## src/sm64br_pkg.sv

```systemverilog
// Shared constants and control types for the splitmix64 bounded random generator.
package sm64br_pkg;

    localparam int STATE_W = 64;
    localparam int HALF_W  = 32;
    localparam int BOUND_W = 32;
    localparam int CNT_W   = 6;

    localparam logic [STATE_W-1:0] GOLDEN_INC = 64'h9E37_79B9_7F4A_7C15;
    localparam logic [STATE_W-1:0] MIX_MUL_A  = 64'hBF58_476D_1CE4_E5B9;
    localparam logic [STATE_W-1:0] MIX_MUL_B  = 64'h94D0_49BB_1331_11EB;

    localparam int MIX_SHIFT_A = 30;
    localparam int MIX_SHIFT_B = 27;
    localparam int MIX_SHIFT_C = 31;

    localparam int MUL_STEPS = 3;
    localparam int DIV_STEPS = 64;

    localparam logic [1:0] PP_LO_LO = 2'd0;
    localparam logic [1:0] PP_LO_HI = 2'd1;
    localparam logic [1:0] PP_HI_LO = 2'd2;

    typedef struct packed {
        logic       start;
        logic       mul_en;
        logic [1:0] pp_sel;
        logic       rnd;
        logic       acc_load;
        logic       acc_add;
        logic       mix_b;
        logic       div_init;
        logic       div_step;
        logic       out_load;
    } ctl_t;

endpackage

```

## src/sm64br_ctrl.sv

```systemverilog
// Sequencer for the splitmix64 bounded random generator: handshakes and step commands.
module sm64br_ctrl (
    input  logic               aclk,
    input  logic               aresetn,
    input  logic               s_valid,
    output logic               s_ready,
    output logic               m_valid,
    input  logic               m_ready,
    output sm64br_pkg::ctl_t   ctl
);

    localparam logic [2:0] ST_IDLE = 3'd0;
    localparam logic [2:0] ST_MUL  = 3'd1;
    localparam logic [2:0] ST_MIX  = 3'd2;
    localparam logic [2:0] ST_DIV  = 3'd3;
    localparam logic [2:0] ST_DONE = 3'd4;

    logic [2:0]                   state_reg, state_next;
    logic [sm64br_pkg::CNT_W-1:0] cnt_reg, cnt_next;
    logic                         round_reg, round_next;
    logic                         out_valid_reg, out_valid_next;

    always_comb begin
        state_next = state_reg;
        cnt_next   = cnt_reg;
        round_next = round_reg;
        ctl        = '0;
        s_ready    = 1'b0;
        case (state_reg)
            ST_IDLE: begin
                s_ready = 1'b1;
                if (s_valid) begin
                    ctl.start  = 1'b1;
                    cnt_next   = '0;
                    round_next = 1'b0;
                    state_next = ST_MUL;
                end
            end
            ST_MUL: begin
                ctl.mul_en   = (cnt_reg < sm64br_pkg::CNT_W'(sm64br_pkg::MUL_STEPS));
                ctl.pp_sel   = cnt_reg[1:0];
                ctl.rnd      = round_reg;
                ctl.acc_load = (cnt_reg == sm64br_pkg::CNT_W'(1));
                ctl.acc_add  = (cnt_reg >= sm64br_pkg::CNT_W'(2));
                cnt_next     = cnt_reg + 1'b1;
                if (cnt_reg == sm64br_pkg::CNT_W'(sm64br_pkg::MUL_STEPS)) begin
                    state_next = ST_MIX;
                end
            end
            ST_MIX: begin
                cnt_next = '0;
                if (!round_reg) begin
                    ctl.mix_b  = 1'b1;
                    round_next = 1'b1;
                    state_next = ST_MUL;
                end else begin
                    ctl.div_init = 1'b1;
                    state_next   = ST_DIV;
                end
            end
            ST_DIV: begin
                ctl.div_step = 1'b1;
                cnt_next     = cnt_reg + 1'b1;
                if (cnt_reg == sm64br_pkg::CNT_W'(sm64br_pkg::DIV_STEPS - 1)) begin
                    state_next = ST_DONE;
                end
            end
            ST_DONE: begin
                if (!out_valid_reg || m_ready) begin
                    ctl.out_load = 1'b1;
                    state_next   = ST_IDLE;
                end
            end
            default: begin
                state_next = ST_IDLE;
            end
        endcase
    end

    always_comb begin
        out_valid_next = out_valid_reg;
        if (ctl.out_load) begin
            out_valid_next = 1'b1;
        end else if (m_ready) begin
            out_valid_next = 1'b0;
        end
    end

    assign m_valid = out_valid_reg;

    always_ff @(posedge aclk) begin
        if (!aresetn) begin
            state_reg     <= ST_IDLE;
            cnt_reg       <= '0;
            round_reg     <= 1'b0;
            out_valid_reg <= 1'b0;
        end else begin
            state_reg     <= state_next;
            cnt_reg       <= cnt_next;
            round_reg     <= round_next;
            out_valid_reg <= out_valid_next;
        end
    end

endmodule

```

## src/sm64br_dp.sv

```systemverilog
// Datapath for the splitmix64 bounded random generator: state, mixer and restoring divider.
module sm64br_dp (
    input  logic                           aclk,
    input  logic                           aresetn,
    input  sm64br_pkg::ctl_t               ctl,
    input  logic [sm64br_pkg::BOUND_W-1:0] s_bound,
    output logic [sm64br_pkg::BOUND_W-1:0] m_value,
    output logic                           m_bound_error
);

    localparam int SW = sm64br_pkg::STATE_W;
    localparam int HW = sm64br_pkg::HALF_W;
    localparam int BW = sm64br_pkg::BOUND_W;

    logic [SW-1:0] gen_state_reg;
    logic [SW-1:0] z_reg;
    logic [SW-1:0] pp_reg;
    logic [SW-1:0] acc_reg;
    logic [SW-1:0] dvd_reg;
    logic [BW-1:0] rem_reg;
    logic [BW-1:0] bound_reg;
    logic [BW-1:0] value_reg;
    logic          err_reg;

    logic [SW-1:0] state_adv;
    logic [SW-1:0] mul_const;
    logic [HW-1:0] mul_a;
    logic [HW-1:0] mul_b;
    logic [BW:0]   trial;
    logic          fits;

    assign state_adv = gen_state_reg + sm64br_pkg::GOLDEN_INC;
    assign mul_const = ctl.rnd ? sm64br_pkg::MIX_MUL_B : sm64br_pkg::MIX_MUL_A;
    assign mul_a     = (ctl.pp_sel == sm64br_pkg::PP_HI_LO) ? z_reg[SW-1:HW] : z_reg[HW-1:0];
    assign mul_b     = (ctl.pp_sel == sm64br_pkg::PP_LO_HI) ? mul_const[SW-1:HW]
                                                            : mul_const[HW-1:0];
    assign trial     = {rem_reg, dvd_reg[SW-1]};
    assign fits      = (trial >= {1'b0, bound_reg});

    always_ff @(posedge aclk) begin
        if (!aresetn) begin
            gen_state_reg <= sm64br_pkg::GOLDEN_INC;
        end else if (ctl.start) begin
            gen_state_reg <= state_adv;
        end
    end

    always_ff @(posedge aclk) begin
        if (ctl.start) begin
            bound_reg <= s_bound;
            z_reg     <= state_adv ^ (state_adv >> sm64br_pkg::MIX_SHIFT_A);
        end else if (ctl.mix_b) begin
            z_reg     <= acc_reg ^ (acc_reg >> sm64br_pkg::MIX_SHIFT_B);
        end
        if (ctl.mul_en) begin
            pp_reg <= SW'(mul_a) * SW'(mul_b);
        end
        if (ctl.acc_load) begin
            acc_reg <= pp_reg;
        end else if (ctl.acc_add) begin
            acc_reg <= acc_reg + {pp_reg[HW-1:0], {HW{1'b0}}};
        end
        if (ctl.div_init) begin
            dvd_reg <= acc_reg ^ (acc_reg >> sm64br_pkg::MIX_SHIFT_C);
            rem_reg <= '0;
        end else if (ctl.div_step) begin
            dvd_reg <= {dvd_reg[SW-2:0], 1'b0};
            rem_reg <= fits ? BW'(trial - {1'b0, bound_reg}) : trial[BW-1:0];
        end
        if (ctl.out_load) begin
            err_reg   <= (bound_reg == '0);
            value_reg <= (bound_reg == '0) ? '0 : rem_reg;
        end
    end

    assign m_value       = value_reg;
    assign m_bound_error = err_reg;

endmodule

```

## src/splitmix64_bounded_random_top.sv

```systemverilog
// Top level of the splitmix64 bounded random generator.
//
// Input channel s_valid / s_ready / s_bound carries one request per item: an
// exclusive upper bound. Result channel m_valid / m_ready / m_value /
// m_bound_error returns one item per request, in order.
// Each request advances the 64-bit state by the golden-ratio increment, mixes
// a copy with two xor-shift-multiply rounds and a closing xor-shift, then
// reduces it modulo the bound. A zero bound gives value 0 with bound_error set;
// the state still advances.
// Each 64-bit multiply runs as three 32x32 partial products in turn, and
// the modulo is a restoring divider producing one bit a cycle. One request
// is in flight at a time; s_ready rises again the cycle the result is
// loaded, so a new item is not taken before the last one is through.
// The result sits in an output register: a stalled receiver does not stop the
// next request from being accepted and computed, but the finished value waits
// until the register is free. Reset (aresetn low, synchronous) loads the state
// with 0x9E3779B97F4A7C15 and empties the pipeline.
module splitmix64_bounded_random_top (
    input  logic                           aclk,
    input  logic                           aresetn,
    input  logic                           s_valid,
    output logic                           s_ready,
    input  logic [sm64br_pkg::BOUND_W-1:0] s_bound,
    output logic                           m_valid,
    input  logic                           m_ready,
    output logic [sm64br_pkg::BOUND_W-1:0] m_value,
    output logic                           m_bound_error
);

    sm64br_pkg::ctl_t ctl;

    sm64br_ctrl u_ctrl (
        .aclk    (aclk),
        .aresetn (aresetn),
        .s_valid (s_valid),
        .s_ready (s_ready),
        .m_valid (m_valid),
        .m_ready (m_ready),
        .ctl     (ctl)
    );

    sm64br_dp u_dp (
        .aclk          (aclk),
        .aresetn       (aresetn),
        .ctl           (ctl),
        .s_bound       (s_bound),
        .m_value       (m_value),
        .m_bound_error (m_bound_error)
    );

`ifndef SYNTHESIS
    a_err_value_zero: assert property (@(posedge aclk) disable iff (!aresetn)
        (m_valid && m_bound_error) |-> (m_value == '0))
        else $error("bound error item carries a nonzero value");

    a_busy_after_accept: assert property (@(posedge aclk) disable iff (!aresetn)
        (s_valid && s_ready) |=> !s_ready)
        else $error("request taken while an item is in flight");

    a_no_overwrite: assert property (@(posedge aclk) disable iff (!aresetn)
        ctl.out_load |-> (!m_valid || m_ready))
        else $error("output register overwritten before delivery");
`endif

endmodule
```

## config.mk

```make
export PLATFORM = sky130hd
export DESIGN_NAME = splitmix64_bounded_random_top
export DESIGN_NICKNAME = d
export VERILOG_FILES = /design/src/sm64br_pkg.sv /design/src/sm64br_ctrl.sv /design/src/sm64br_dp.sv /design/src/splitmix64_bounded_random_top.sv
export SDC_FILE = /design/constraint.sdc
export NUM_CORES = 2
export LEC_CHECK = 0
export ABC_CLOCK_PERIOD_IN_PS = 24600
export BUFFER_PORTS_ARGS = -buffer_cell sky130_fd_sc_hd__buf_2
export CAP_MARGIN = 25
export CORE_MARGIN = 2
export CORE_UTILIZATION = 40
export DETAILED_ROUTE_END_ITERATION = 6
export GPL_ROUTABILITY_DRIVEN = 0
export HOLD_SLACK_MARGIN = 0.15
export SLEW_MARGIN = 20
export SYNTH_ARGS = -nofsm -noshare
export SYNTH_HDL_FRONTEND = slang
export SYNTH_SLANG_ARGS = --single-unit
```

## constraint.sdc

```tcl
create_clock -name aclk -period 24.6 [get_ports aclk]
set_input_delay 4.92 -clock aclk [delete_from_list [all_inputs] [get_ports aclk]]
set_output_delay 4.92 -clock aclk [all_outputs]
set_load 0.02 [all_outputs]
```

==> flow_metrics.env <==
export IMPL_hold_buffers=0
export IMPL_fillers=12600
export IMPL_ctsResizeCount=0
export IMPL_num_rows=132
export IMPL_cp_startpoint="u_ctrl.state_reg[2]"
export IMPL_nNetsFinal=6542
export IMPL_r2r_start="u_ctrl.state_reg[2]"
export IMPL_status="complete, no violations"
export IMPL_met1_length_um=65400
export IMPL_synth_distinct_cells=84
export IMPL_postCtsSetupRepairBufs=0
export IMPL_min_path_cells=2
export IMPL_wl_per_cell_um=22.1
export IMPL_fmax_ghz=0.0918
export IMPL_dr_pass1_iters=6
export IMPL_arrival_ns=11.21
export IMPL_synth_most_common_cell="inv_1"
export IMPL_crit_path_max_fanout=34
export IMPL_finalSetupViolations=0
export IMPL_drc=0
export IMPL_cts_tree="done"
export IMPL_final_period_utilization_pct=44.3
export IMPL_startpoint_type="register"
export IMPL_worstSetupPathType="reg -> reg"
export IMPL_diodes=0
export IMPL_ios=71
export IMPL_hp_class="reg -> reg"
export IMPL_worstPathRequired_ns=24.92
export IMPL_wl_met2_um=71800
export IMPL_synth_area_per_cell_um2=9.81
export IMPL_cp_top_family="adder cells"
export IMPL_grt_max_degree=104
export IMPL_period_minus_slack_ns=10.89
export IMPL_slew_viol_final=0
export IMPL_register_area_um2=11800
export IMPL_async_reset_ff_share_pct=0
export IMPL_placed_cells=6971
export IMPL_netlist_top_cells_count="inv_1 (1,078), fa_1 (803), nand2_1 (448), ha_1 (425), edfxtp_1 (321)"
export IMPL_setup_ws_ns=13.71
export IMPL_antenna_left=0
export IMPL_crit_top_cell="fa_1"
export IMPL_drv_cap=0
export IMPL_yosys_most_used_dff="edfxtp_1"
export IMPL_path_depth=34
export IMPL_vias=36900
export IMPL_antenna_found_initial=3
export IMPL_netlist_area_um2=51900
export IMPL_met3RoutedLength_um=10600
export IMPL_grt_overflow=0
export IMPL_insertion_delay_ns=0.59
export IMPL_maxSlewHeadroom_pct=35.0
export IMPL_synth_edf_count=321
export IMPL_drive_above_1_share_pct=5.16
export IMPL_end_kind="register"
export IMPL_skew_ns=0.0190
export IMPL_die_w_um=364
export IMPL_clkSlewWorstSetupHoldPaths_ns=0.06
export IMPL_htreeDepth=2
export IMPL_grt_pass1_wl_um=236000
export IMPL_crit_buf_inv=8
export IMPL_drtIter0Drc=3129
export IMPL_hpwl_um=129000
export IMPL_grt_pass1_vias=37800
export IMPL_synth_seq_area_share_pct=22.7
export IMPL_grt_usage_pct=23.8
export IMPL_yosys_top_cells_area="fa_1 (31%), edfxtp_1 (19%), ha_1 (10%), inv_1 (7.8%), dfxtp_1 (4.1%)"
export IMPL_fin_tns_setup_ns=0
export IMPL_yosys_warnings=0
export IMPL_ys_seq_elements=428
export IMPL_cts_buffer_depth=3
export IMPL_start_util_pct=40.2
export IMPL_cts_buffers=47
export IMPL_top_layer="met4"
export IMPL_synth_fp_nets=6556
export IMPL_worstHoldStart="u_dp.rem_reg[25]"
export IMPL_placed_cell_area_um2=54200
export IMPL_fin_cells=7056
export IMPL_worstRegToRegCells=34
export IMPL_finalHoldViolations=0
export IMPL_viasPerCell=5.23
export IMPL_yosys_area_top_type="fa_1"
export IMPL_core_um2=129000
export IMPL_clock_sinks=428
export IMPL_grt_setup_unrepaired="false"
export IMPL_syn_inst=5292
export IMPL_dieHeight_um=364
export IMPL_finalInstanceArea_um2=55700
export IMPL_critPathSlowestCell="fa_1"
export IMPL_die_area_um2=133000
export IMPL_clockRootBuffer="clkbuf_16"
export IMPL_io_buffer_count=70
export IMPL_multi_input_area_um2=35500
export IMPL_dp_slack_ns=13.93
export IMPL_syn_to_final_growth_pct=7.37
export IMPL_yosys_area_top_type_share_pct=31.0
export IMPL_totalWireLength_um=156000
export IMPL_worst_path_largest_cell_delay_ns=0.54
export IMPL_tightest_slew_ns=0.961
[cell usage in the layout (no fill, tap or decap), types with 107 or more instances in the layout]
cell type  netlist  layout
inv_1         1078    1076
a21oi_1        167     167
xor2_1         132     132
o21ai_0        233     233
edfxtp_1       321     321
xnor2_1        198     198
ha_1           425     424
fa_1           803     803
and2_1         129     129
nand2_1        448     446
dfxtp_1        107     107
nor2_1         306     303
[cells by family (layout without fill, tap and decap cells)]
group | count (synthesis) | in the layout | synth area share [%]
XOR/XNOR | 331 | 331 | 5.61
multiplexers | 49 | 49 | 0.986
AND/OR/NAND/NOR | 1283 | 1283 | 11.7
buffers and inverters | 1266 | 1288 | 9.17
flip-flops | 428 | 428 | 22.7
AO/OA/AOI/OAI | 707 | 707 | 8.61
adder cells (fa/ha/maj) | 1228 | 1228 | 41.2
[worst min-delay path, stage by stage, from the launching register on]
cell and delay [ns]:
dfxtp_1 0.33, nand2_1 0.06, o21ai_0 0.06
[per-layer routing]
layer	vias up	global-route usage, %
met4	0	10.8
met3	319	3.29
met1	18500	31.8
met5	-	0
met2	1371	38.4
li1	16700	-
[final timing paths]
path | endpoint | slack, ns
worst min-delay path | u_dp.rem_reg[25] | 0.50
worst max register to register | u_dp.pp_reg[58] | 13.71
worst min register to register | u_dp.rem_reg[25] | 0.50
worst max-delay path | u_dp.pp_reg[58] | 13.71
[through the flow]
step	util (%)	hold slack [ns]
6_report	43.2	0.499
5_1_grt	43.2	0.527
4_1_cts	43.2	0.502
3_5_place_dp	42.0	0.493
3_3_place_gp	42.0	0.484
2_1_floorplan	-	0.460
[area by class of cell]
class	instances	share of cell area [%]
clock buffers	62	2.36
flip-flops and latches	428	21.1
repair buffers	117	1.28
multi-input cells	3598	63.6
well taps	1742	3.91
clock inverters	23	0.384
inverters	1086	7.31
Power is left out: the tool's default activity adds up to more than one toggle a clock period on the data nets, which glitch-free logic cannot reach.
